**src/sv/pecp_pkg.sv**
```systemverilog
// Package for the ellipse column point generator: widths, register codes,
// pipeline stage types and the per-step square root and division helpers.
// No dependencies.
package pecp_pkg;

    localparam int COORD_BITS  = 10;
    localparam int PT_BITS     = 12;
    localparam int CFG_IDX_BITS = 2;

    localparam int SQ_IN_BITS  = 4 * COORD_BITS;
    localparam int SQ_BITS     = 2 * COORD_BITS;
    localparam int SQ_REM_BITS = 2 * COORD_BITS + 2;
    // two root bits resolved per square root stage
    localparam int SQ_STAGES   = COORD_BITS;
    // one quotient bit per division stage
    localparam int DIV_STAGES  = COORD_BITS;
    localparam int EXT_BITS    = PT_BITS + COORD_BITS;

    localparam logic [COORD_BITS-1:0] CENTER_X_RST = COORD_BITS'(300);
    localparam logic [COORD_BITS-1:0] CENTER_Y_RST = COORD_BITS'(300);
    localparam logic [COORD_BITS-1:0] AXIS_X_RST   = COORD_BITS'(100);
    localparam logic [COORD_BITS-1:0] AXIS_Y_RST   = COORD_BITS'(50);

    typedef enum logic [CFG_IDX_BITS-1:0] {
        REG_CENTER_X    = 2'd0,
        REG_CENTER_Y    = 2'd1,
        REG_SEMI_AXIS_X = 2'd2,
        REG_SEMI_AXIS_Y = 2'd3
    } t_cfg_reg;

    typedef struct packed {
        logic                   vld;
        logic [COORD_BITS-1:0]  x;
        logic [SQ_REM_BITS-1:0] rem;
        logic [SQ_BITS-1:0]     root;
        logic [SQ_IN_BITS-1:0]  src;
    } t_sq_stage;

    typedef struct packed {
        logic                  vld;
        logic [COORD_BITS-1:0] x;
        logic [COORD_BITS-1:0] rem;
        logic [COORD_BITS-1:0] src;
        logic [COORD_BITS-1:0] q;
    } t_dv_stage;

    // One digit of the restoring square root: bring down two radicand bits.
    function automatic t_sq_stage sq_step(t_sq_stage st);
        t_sq_stage              nx;
        logic [SQ_REM_BITS-1:0] rem_sh;
        logic [SQ_REM_BITS-1:0] trial;
        nx     = st;
        rem_sh = {st.rem[SQ_REM_BITS-3:0], st.src[SQ_IN_BITS-1 -: 2]};
        trial  = {st.root, 2'b01};
        if (rem_sh >= trial) begin
            nx.rem  = rem_sh - trial;
            nx.root = {st.root[SQ_BITS-2:0], 1'b1};
        end else begin
            nx.rem  = rem_sh;
            nx.root = {st.root[SQ_BITS-2:0], 1'b0};
        end
        nx.src = {st.src[SQ_IN_BITS-3:0], 2'b00};
        return nx;
    endfunction

    // One quotient bit of restoring division; remainder stays below the divisor.
    function automatic t_dv_stage dv_step(t_dv_stage st, logic [COORD_BITS-1:0] dvsr);
        t_dv_stage           nx;
        logic [COORD_BITS:0] rem2;
        logic [COORD_BITS:0] diff;
        nx   = st;
        rem2 = {st.rem, st.src[COORD_BITS-1]};
        diff = rem2 - {1'b0, dvsr};
        if (rem2 >= {1'b0, dvsr}) begin
            nx.rem = diff[COORD_BITS-1:0];
            nx.q   = {st.q[COORD_BITS-2:0], 1'b1};
        end else begin
            nx.rem = rem2[COORD_BITS-1:0];
            nx.q   = {st.q[COORD_BITS-2:0], 1'b0};
        end
        nx.src = {st.src[COORD_BITS-2:0], 1'b0};
        return nx;
    endfunction

endpackage

```
**src/sv/polynomial_ellipse_column_points.sv**
```systemverilog
// Ellipse column points: y = floor(sqrt(b*b*(a*a-x*x))/a), then four mirrored points.
// A request passes the input, square, difference and product stages, then the square
// root and division stages to the point emitter; the four points follow on consecutive
// cycles. The emitter takes a new column only with the last point of the one before;
// the pipeline holds while a finished column waits at its end. The receiver cannot
// stall. Synchronous active-low reset restores the register defaults and clears all valid bits.
module polynomial_ellipse_column_points
    import pecp_pkg::*;
(
    input  logic                        i_clk,
    input  logic                        i_rst_n,
    input  logic                        i_cfg_we,
    input  logic [CFG_IDX_BITS-1:0]     i_cfg_idx,
    input  logic [COORD_BITS-1:0]       i_cfg_data,
    input  logic                        start,
    output logic                        busy,
    input  logic [COORD_BITS-1:0]       i_column_offset,
    output logic                        o_valid,
    output logic signed [PT_BITS-1:0]   o_point_x,
    output logic signed [PT_BITS-1:0]   o_point_y,
    output logic [1:0]                  o_quadrant,
    output logic                        o_last_point
);

    logic [COORD_BITS-1:0] r_h, r_k, r_a, r_b;

    logic                  r_p0_vld;
    logic [COORD_BITS-1:0] r_p0_x;
    logic                  r_p1_vld;
    logic [COORD_BITS-1:0] r_p1_x;
    logic [SQ_BITS-1:0]    r_p1_aa, r_p1_xx, r_p1_bb;
    logic                  r_p2_vld;
    logic [COORD_BITS-1:0] r_p2_x;
    logic [SQ_BITS-1:0]    r_p2_diff, r_p2_bb;
    logic                  r_p3_vld;
    logic [COORD_BITS-1:0] r_p3_x;
    logic [SQ_IN_BITS-1:0] r_p3_prod;

    t_sq_stage r_sq [SQ_STAGES];
    t_sq_stage n_sq [SQ_STAGES];
    t_dv_stage r_dv [DIV_STAGES];
    t_dv_stage n_dv [DIV_STAGES];

    logic                  r_em_vld;
    logic [1:0]            r_em_cnt;
    logic [COORD_BITS-1:0] r_em_x, r_em_y;

    logic                  stall;
    logic                  em_load;
    logic [COORD_BITS-1:0] n_p0_x;
    logic [COORD_BITS-1:0] n_em_y;
    t_sq_stage             sq_init;
    t_dv_stage             dv_init;
    logic [EXT_BITS-1:0]   w_px, w_py;

    // hold the whole pipeline while the emitter still owes points and a column waits
    assign stall   = r_dv[DIV_STAGES-1].vld && r_em_vld && (r_em_cnt != 2'd3);
    assign busy    = stall;
    assign em_load = r_dv[DIV_STAGES-1].vld && !stall;

    // clamp the offset to the semi-axis; a flat ellipse forces x to zero
    always_comb begin
        if (r_a == '0) begin
            n_p0_x = '0;
        end else if (i_column_offset > r_a) begin
            n_p0_x = r_a;
        end else begin
            n_p0_x = i_column_offset;
        end
    end

    always_comb begin
        sq_init      = '0;
        sq_init.vld  = r_p3_vld;
        sq_init.x    = r_p3_x;
        sq_init.src  = r_p3_prod;
        n_sq[0]      = sq_step(sq_step(sq_init));
        for (int s = 1; s < SQ_STAGES; s++) begin
            n_sq[s] = sq_step(sq_step(r_sq[s-1]));
        end
    end

    always_comb begin
        dv_init      = '0;
        dv_init.vld  = r_sq[SQ_STAGES-1].vld;
        dv_init.x    = r_sq[SQ_STAGES-1].x;
        dv_init.rem  = r_sq[SQ_STAGES-1].root[SQ_BITS-1:COORD_BITS];
        dv_init.src  = r_sq[SQ_STAGES-1].root[COORD_BITS-1:0];
        n_dv[0]      = dv_step(dv_init, r_a);
        for (int s = 1; s < DIV_STAGES; s++) begin
            n_dv[s] = dv_step(r_dv[s-1], r_a);
        end
    end

    assign n_em_y = (r_a == '0) ? r_b : r_dv[DIV_STAGES-1].q;

    // configuration and control state
    always_ff @(posedge i_clk) begin
        if (!i_rst_n) begin
            r_h      <= CENTER_X_RST;
            r_k      <= CENTER_Y_RST;
            r_a      <= AXIS_X_RST;
            r_b      <= AXIS_Y_RST;
            r_p0_vld <= 1'b0;
            r_p1_vld <= 1'b0;
            r_p2_vld <= 1'b0;
            r_p3_vld <= 1'b0;
            for (int s = 0; s < SQ_STAGES; s++) r_sq[s].vld <= 1'b0;
            for (int s = 0; s < DIV_STAGES; s++) r_dv[s].vld <= 1'b0;
            r_em_vld <= 1'b0;
            r_em_cnt <= 2'd0;
        end else begin
            if (i_cfg_we) begin
                unique case (t_cfg_reg'(i_cfg_idx))
                    REG_CENTER_X:    r_h <= i_cfg_data;
                    REG_CENTER_Y:    r_k <= i_cfg_data;
                    REG_SEMI_AXIS_X: r_a <= i_cfg_data;
                    REG_SEMI_AXIS_Y: r_b <= i_cfg_data;
                endcase
            end
            if (!stall) begin
                r_p0_vld <= start;
                r_p1_vld <= r_p0_vld;
                r_p2_vld <= r_p1_vld;
                r_p3_vld <= r_p2_vld;
                r_sq     <= n_sq;
                r_dv     <= n_dv;
            end
            if (em_load) begin
                r_em_vld <= 1'b1;
                r_em_cnt <= 2'd0;
            end else if (r_em_vld) begin
                if (r_em_cnt == 2'd3) begin
                    r_em_vld <= 1'b0;
                end
                r_em_cnt <= r_em_cnt + 2'd1;
            end
        end
    end

    // datapath of the front stages and the emitter
    always_ff @(posedge i_clk) begin
        if (!stall) begin
            r_p0_x    <= n_p0_x;
            r_p1_x    <= r_p0_x;
            r_p1_aa   <= r_a * r_a;
            r_p1_xx   <= r_p0_x * r_p0_x;
            r_p1_bb   <= r_b * r_b;
            r_p2_x    <= r_p1_x;
            r_p2_diff <= r_p1_aa - r_p1_xx;
            r_p2_bb   <= r_p1_bb;
            r_p3_x    <= r_p2_x;
            r_p3_prod <= r_p2_bb * r_p2_diff;
        end
        if (em_load) begin
            r_em_x <= r_dv[DIV_STAGES-1].x;
            r_em_y <= n_em_y;
        end
    end

    // quadrant bit 1 mirrors x, bit 0 mirrors y; coordinates wrap to the point width
    assign w_px = r_em_cnt[1] ? ({{PT_BITS{1'b0}}, r_h} - {{PT_BITS{1'b0}}, r_em_x})
                              : ({{PT_BITS{1'b0}}, r_h} + {{PT_BITS{1'b0}}, r_em_x});
    assign w_py = r_em_cnt[0] ? ({{PT_BITS{1'b0}}, r_k} - {{PT_BITS{1'b0}}, r_em_y})
                              : ({{PT_BITS{1'b0}}, r_k} + {{PT_BITS{1'b0}}, r_em_y});

    assign o_valid      = r_em_vld;
    assign o_point_x    = w_px[PT_BITS-1:0];
    assign o_point_y    = w_py[PT_BITS-1:0];
    assign o_quadrant   = r_em_cnt;
    assign o_last_point = r_em_vld && (r_em_cnt == 2'd3);

    a_busy_needs_emit: assert property (@(posedge i_clk) disable iff (!i_rst_n)
        busy |-> o_valid)
        else $error("busy without points in flight");

    a_points_consecutive: assert property (@(posedge i_clk) disable iff (!i_rst_n)
        o_valid && !o_last_point |=> o_valid && (o_quadrant == $past(o_quadrant) + 2'd1))
        else $error("column points not consecutive");

    a_same_x_pair: assert property (@(posedge i_clk) disable iff (!i_rst_n)
        o_valid && (o_quadrant == 2'd0) |=> o_point_x == $past(o_point_x))
        else $error("x changed within a mirrored pair");

endmodule
```
**config.mk**
```make
export PLATFORM = sky130hd
export DESIGN_NAME = polynomial_ellipse_column_points
export DESIGN_NICKNAME = d
export VERILOG_FILES = /design/src/sv/pecp_pkg.sv /design/src/sv/polynomial_ellipse_column_points.sv
export SDC_FILE = /design/constraint.sdc
export NUM_CORES = 2
export LEC_CHECK = 0
export ABC_CLOCK_PERIOD_IN_PS = 44100
export BUFFER_PORTS_ARGS = -buffer_cell sky130_fd_sc_hd__clkbuf_2
export CORE_ASPECT_RATIO = 1.1
export CORE_MARGIN = 1.5
export CORE_UTILIZATION = 40
export CTS_CLUSTER_DIAMETER = 120
export DETAILED_ROUTE_END_ITERATION = 16
export SLEW_MARGIN = 5
export SYNTH_ARGS = -nofsm -noshare
export SYNTH_HDL_FRONTEND = slang
export SYNTH_SLANG_ARGS = --single-unit
```
**constraint.sdc**
```tcl
create_clock -name i_clk -period 44.1 [get_ports i_clk]
set_input_delay 8.82 -clock i_clk [delete_from_list [all_inputs] [get_ports i_clk]]
set_output_delay 8.82 -clock i_clk [all_outputs]
set_load 0.005 [all_outputs]
```
== Yosys cells after proc, flatten, opt, wreduce, memory -nomap -nowiden ==
Cells that the tools add are included.

* Flip-flop bits (word level): 1217

* $mul: 4
* Magnitude comparators: 31
* Bitwise gates (word level): 2
* Equality and inequality tests: 5
* Reductions and logical operators: 13
* Add/sub/neg operators: 34
* Mux-type cells: 46

{| class="wikitable"
|+ Operators by type and width
! kind !! number
|-
| 2-to-1 mux 40 bit || 19
|-
| greater-or-equal comparator 22 bit || 19
|-
| subtractor 20 bit || 19
|-
| greater-or-equal comparator 11 x 10 -> 1 bit || 10
|-
| 2-to-1 mux 10 bit || 11
|-
| subtractor 10 bit || 9
|-
| multiplier 10 x 10 -> 20 bit || 3
|-
| multiplier 20 x 20 -> 40 bit || 1
|-
| 2-to-1 mux 12 bit || 2
|-
| adder 10 x 10 -> 11 bit || 2
|-
| subtractor 10 x 10 -> 11 bit || 2
|-
| 2-to-1 mux 1 bit || 14
|-
| greater-than comparator 10 bit || 1
|-
| logical NOT 10 bit || 1
|-
| AND reduction 2 bit || 5
|-
| equality test 2 bit, second input constant || 3
|-
| logical AND 1 bit || 4
|-
| subtractor 2 x 1 -> 3 bit, second input constant || 1
|-
| adder 2 x 1 -> 2 bit, second input constant || 1
|-
| equality test 2 x 1 -> 1 bit, second input constant || 1
|-
| greater-or-equal comparator 2 x 1 -> 1 bit, second input constant || 1
|-
| logical NOT 2 bit || 1
|-
| != test 2 bit, second input constant || 1
|-
| NOT 1 bit || 2
|-
| 2 further kinds || 2
|}

== Longest topological paths before layout ==
* Word-level depth: 5
* Gate-level depth with buffers: 27
* Gate-level depth less buffers: 26

== Worst setup path after synthesis ==
Ideal clock, no wire load.

* Path type: input port to flip-flop
* Start point: input i_rst_n
* End point: register r_sq (netlist bit dv_init[10]), enable pin
* Data arrival time: 28385 ps
* Stages: 3
* Setup time: 1325 ps
* Path slack: 14390 ps
* Path buffers: 2
* Cells stage by stage: clkbuf_1 -> clkbuf_1 -> and2_1

* Longest elaborated chain between the ends: 1

{| class="wikitable"
|+ Ends and longest elaborated chain
! element !! line !! RTL
|-
| start: declaration || polynomial_ellipse_column_points.sv:11 || <nowiki>input logic i_rst_n,</nowiki>
|-
| AND reduction 2 bit (no source line) || n/a ||
|-
| end signal: assignment || polynomial_ellipse_column_points.sv:126 || <nowiki>r_sq <= n_sq;</nowiki>
|-
| end: declaration || polynomial_ellipse_column_points.sv:39 || <nowiki>t_sq_stage r_sq [SQ_STAGES];</nowiki>
|}

No other way between the ends.
A chain may end at the register's enable or synchronous reset.

== Worst setup path after layout ==
* Start point: input i_rst_n
* End point: register r_sq (netlist bit n_sq[313]), enable pin

Same word-level chain as after synthesis.

==> flow_summary.yaml <==
run_status:
  outcome: "finished, final reports clean"
critical_path:
  worstSetupStartpoint: "i_rst_n"
  crit_chain: "clkbuf_2 > buf_4 > and2_4 > buf_4 > buf_4 > buf_4 > buf_4"
  critical_path.endpoint_type: "flop"
  critical_path.startpoint_type: "input port"
  path_buf_inv: 6
  worstPathMaxFanout: 80
  critical-path-top-cell-by-count: "sky130_fd_sc_hd__buf_4"
  arrival_ns: 13.52
  cell_class_contributing_the_biggest_share_of_worst_path_delay: "buffers and inverters"
  worstReg2RegStart: "r_p2_diff[2]"
  slowest_delay_ns: 0.87
  crit_path_top_delay_cell: "sky130_fd_sc_hd__buf_4"
  criticalPathCategory: "input port to flop"
  required_ns: 44.51
yosys:
  synth_area_leaders: "sky130_fd_sc_hd__edfxtp_1 (41%), sky130_fd_sc_hd__fa_1 (12%), sky130_fd_sc_hd__ha_1 (11%)"
  yosysUniqueCellTypes: 98
  most_instantiated_cells_after_synthesis: "sky130_fd_sc_hd__edfxtp_1 (1045), sky130_fd_sc_hd__inv_1 (865), sky130_fd_sc_hd__ha_1 (692)"
  yosysWarningCount: 0
  synthMostInstantiatedCell: "sky130_fd_sc_hd__edfxtp_1"
  netlist.top_cell.by_area: "sky130_fd_sc_hd__edfxtp_1"
  yosys_register_bits: 1112
  asyncSetResetFlopFracSynth: 0
  number_of_enable_flip_flop_cells_after_synthesis: 1045
  synthesis.area_per_instance_um2: 11.0
  number_of_cells_produced_by_synthesis: 7037
  seq_area_frac_synth: 0.424
  yosysTopAreaCellShare: 0.406
  post_synth_instance_area_um2: 77200
  synth_flop_cell: "sky130_fd_sc_hd__edfxtp_1"
floorplanning:
  initial_core_util: 0.404
  placeableCoreArea_um2: 191000
  die_y_um: 464
  num_rows: 168
  floorplan.io_pins: 55
  die-width_um: 422
  die_area_um2: 196000
cts:
  path_clk_slew_ns: 0.06
  cts_num_sinks: 1112
  cts.hold.buffers_added: 0
  tritoncts_clock_tree: "built"
  ctsHtreeMaxLevel: 3
  post-cts-setup-buffers: 0
  cts_repair_resize_count: 0
  ctsLongestPathBuffers: 3
  cts_root_buf: "sky130_fd_sc_hd__clkbuf_16"
  worst_skew_pair.late_latency_ns: 0.78
  cts_buffers: 114
detailed_routing:
  drt_pass_1_iters: 6
  vias: 50769
  routed_via_density: 5.20
  drc: 0
  ant_nets: 0
  routed_wire_length_per_instance_um: 18.3
  route.final.wire_length_um: 179000
  initialDrtViolationCount: 3233
placed_design:
  routabilityCongestion: 0.914
  place.detailed.hpwl_um: 134000
  place.port_buffers: 54
cells_and_area:
  proportion_of_layout_cells_with_a_drive_suffix_above_1: 0.0626
  nets: 8295
  num-fill-cells: 17852
  synthToLayoutAreaGrowth_pct: 9.26
timing:
  final_period_minus_worst_setup_slack_ns: 13.11
  grt_setup_unrepaired: "false"
  finClkSkew_ns: 0.0876
  max_freq_mhz: 76.3
  period_share: 0.297
  maxSlewViolCount: 0
  finalHoldViolCount: 0
  timing.final.setup_violations: 0
  relSlewSlack: 0.273
  tightest_slew_ns: 1.09
  finalSetupTns_ns: 0
grt:
  grt_util_all_layers: 0.183
  antenna_found_initial: 9
  grt_start_max_net_pins: 87
  grt_pass1_wl_um: 285000
  via_count_of_the_first_global_routing_pass: 51511
  globalRoute.totalOverflow: 0
hold_path:
  min-delay-start: "n_sq[504]"
  hp-class: "flop to flop"
job:
  cap_violations: 0
## placed cells by master, fill, tap and decap left out, drive strengths merged, types with 131 or more instances in the layout
master  count
ha        692
o21ai     250
nor2      435
nand2     666
xnor2     264
xor2      131
a21oi     304
and2      289
clkbuf    201
edfxtp   1045
inv       874
fa        464
## registers in the layout (all words and copies together), names as in the netlist, 18 cells and up
signal     count
r_dv         165
n_dv         135
r_p1_xx       18
r_p2_diff     20
r_p3_prod     40
r_p1_aa       19
n_sq         243
r_sq         296
r_p1_bb       19
dv_init       31
r_p2_bb       19
## worst paths after layout
path | end | slack (ns) | depth (start not counted)
min reg2reg | r_sq[504] | 0.33 | 0
max reg2reg | r_p3_prod[39] | 35.70 | 23
max | n_sq[313] | 30.99 | 7
min | r_sq[504] | 0.33 | 0
## cells by family (layout without fill, tap and decap cells)
kind of cell	after synthesis	count (layout)	synth area share
other	2	17	0.0000973
XOR/XNOR	395	395	0.0448
AO/OA/AOI/OAI	1172	1172	0.0987
adder cells (fa/ha/maj)	1156	1156	0.232
flip-flops	1112	1112	0.424
buffers and inverters	1043	1201	0.0511
multiplexers	169	169	0.0237
AND/OR/NAND/NOR	1988	1988	0.125
## cell type report
class / count / area (um^2) / area share
Inverter: 871 / 3270 / 0.0388
Timing Repair Buffer: 118 / 751 / 0.00890
Sequential cell: 1112 / 32700 / 0.388
Tap cell: 2550 / 3190 / 0.0378
Antenna cell: 1 / 2.50 / 0.0000297
Multi-Input combinational cell: 4896 / 40600 / 0.482
Clock inverter: 65 / 772 / 0.00915
Clock buffer: 147 / 3030 / 0.0359
## metrics by stage
stage          hold slack [ns]  setup WS (ns)  utilization  cells  cell area, um^2
3_5_place_dp             0.405          30.10        0.422   9547            80600
4_1_cts                  0.321          30.96        0.441   9759            84400
3_3_place_gp             0.400          30.21        0.422   9547            80600
5_1_grt                  0.330          30.57        0.442   9760            84400
2_1_floorplan            0.400          14.39            -   7051            77300
6_report                 0.333          30.99        0.442   9760            84400
## metal layers
layer,track usage,wire (um),vias to the layer above
li1,-,-,24524
met1,0.238,79000,25087
met2,0.318,88700,903
met3,0.0197,6110,255
met4,0.0554,5110,0
met5,0,0,-
Power is left out: the tool's default activity adds up to more than one toggle a clock period on the data nets, which glitch-free logic cannot reach.
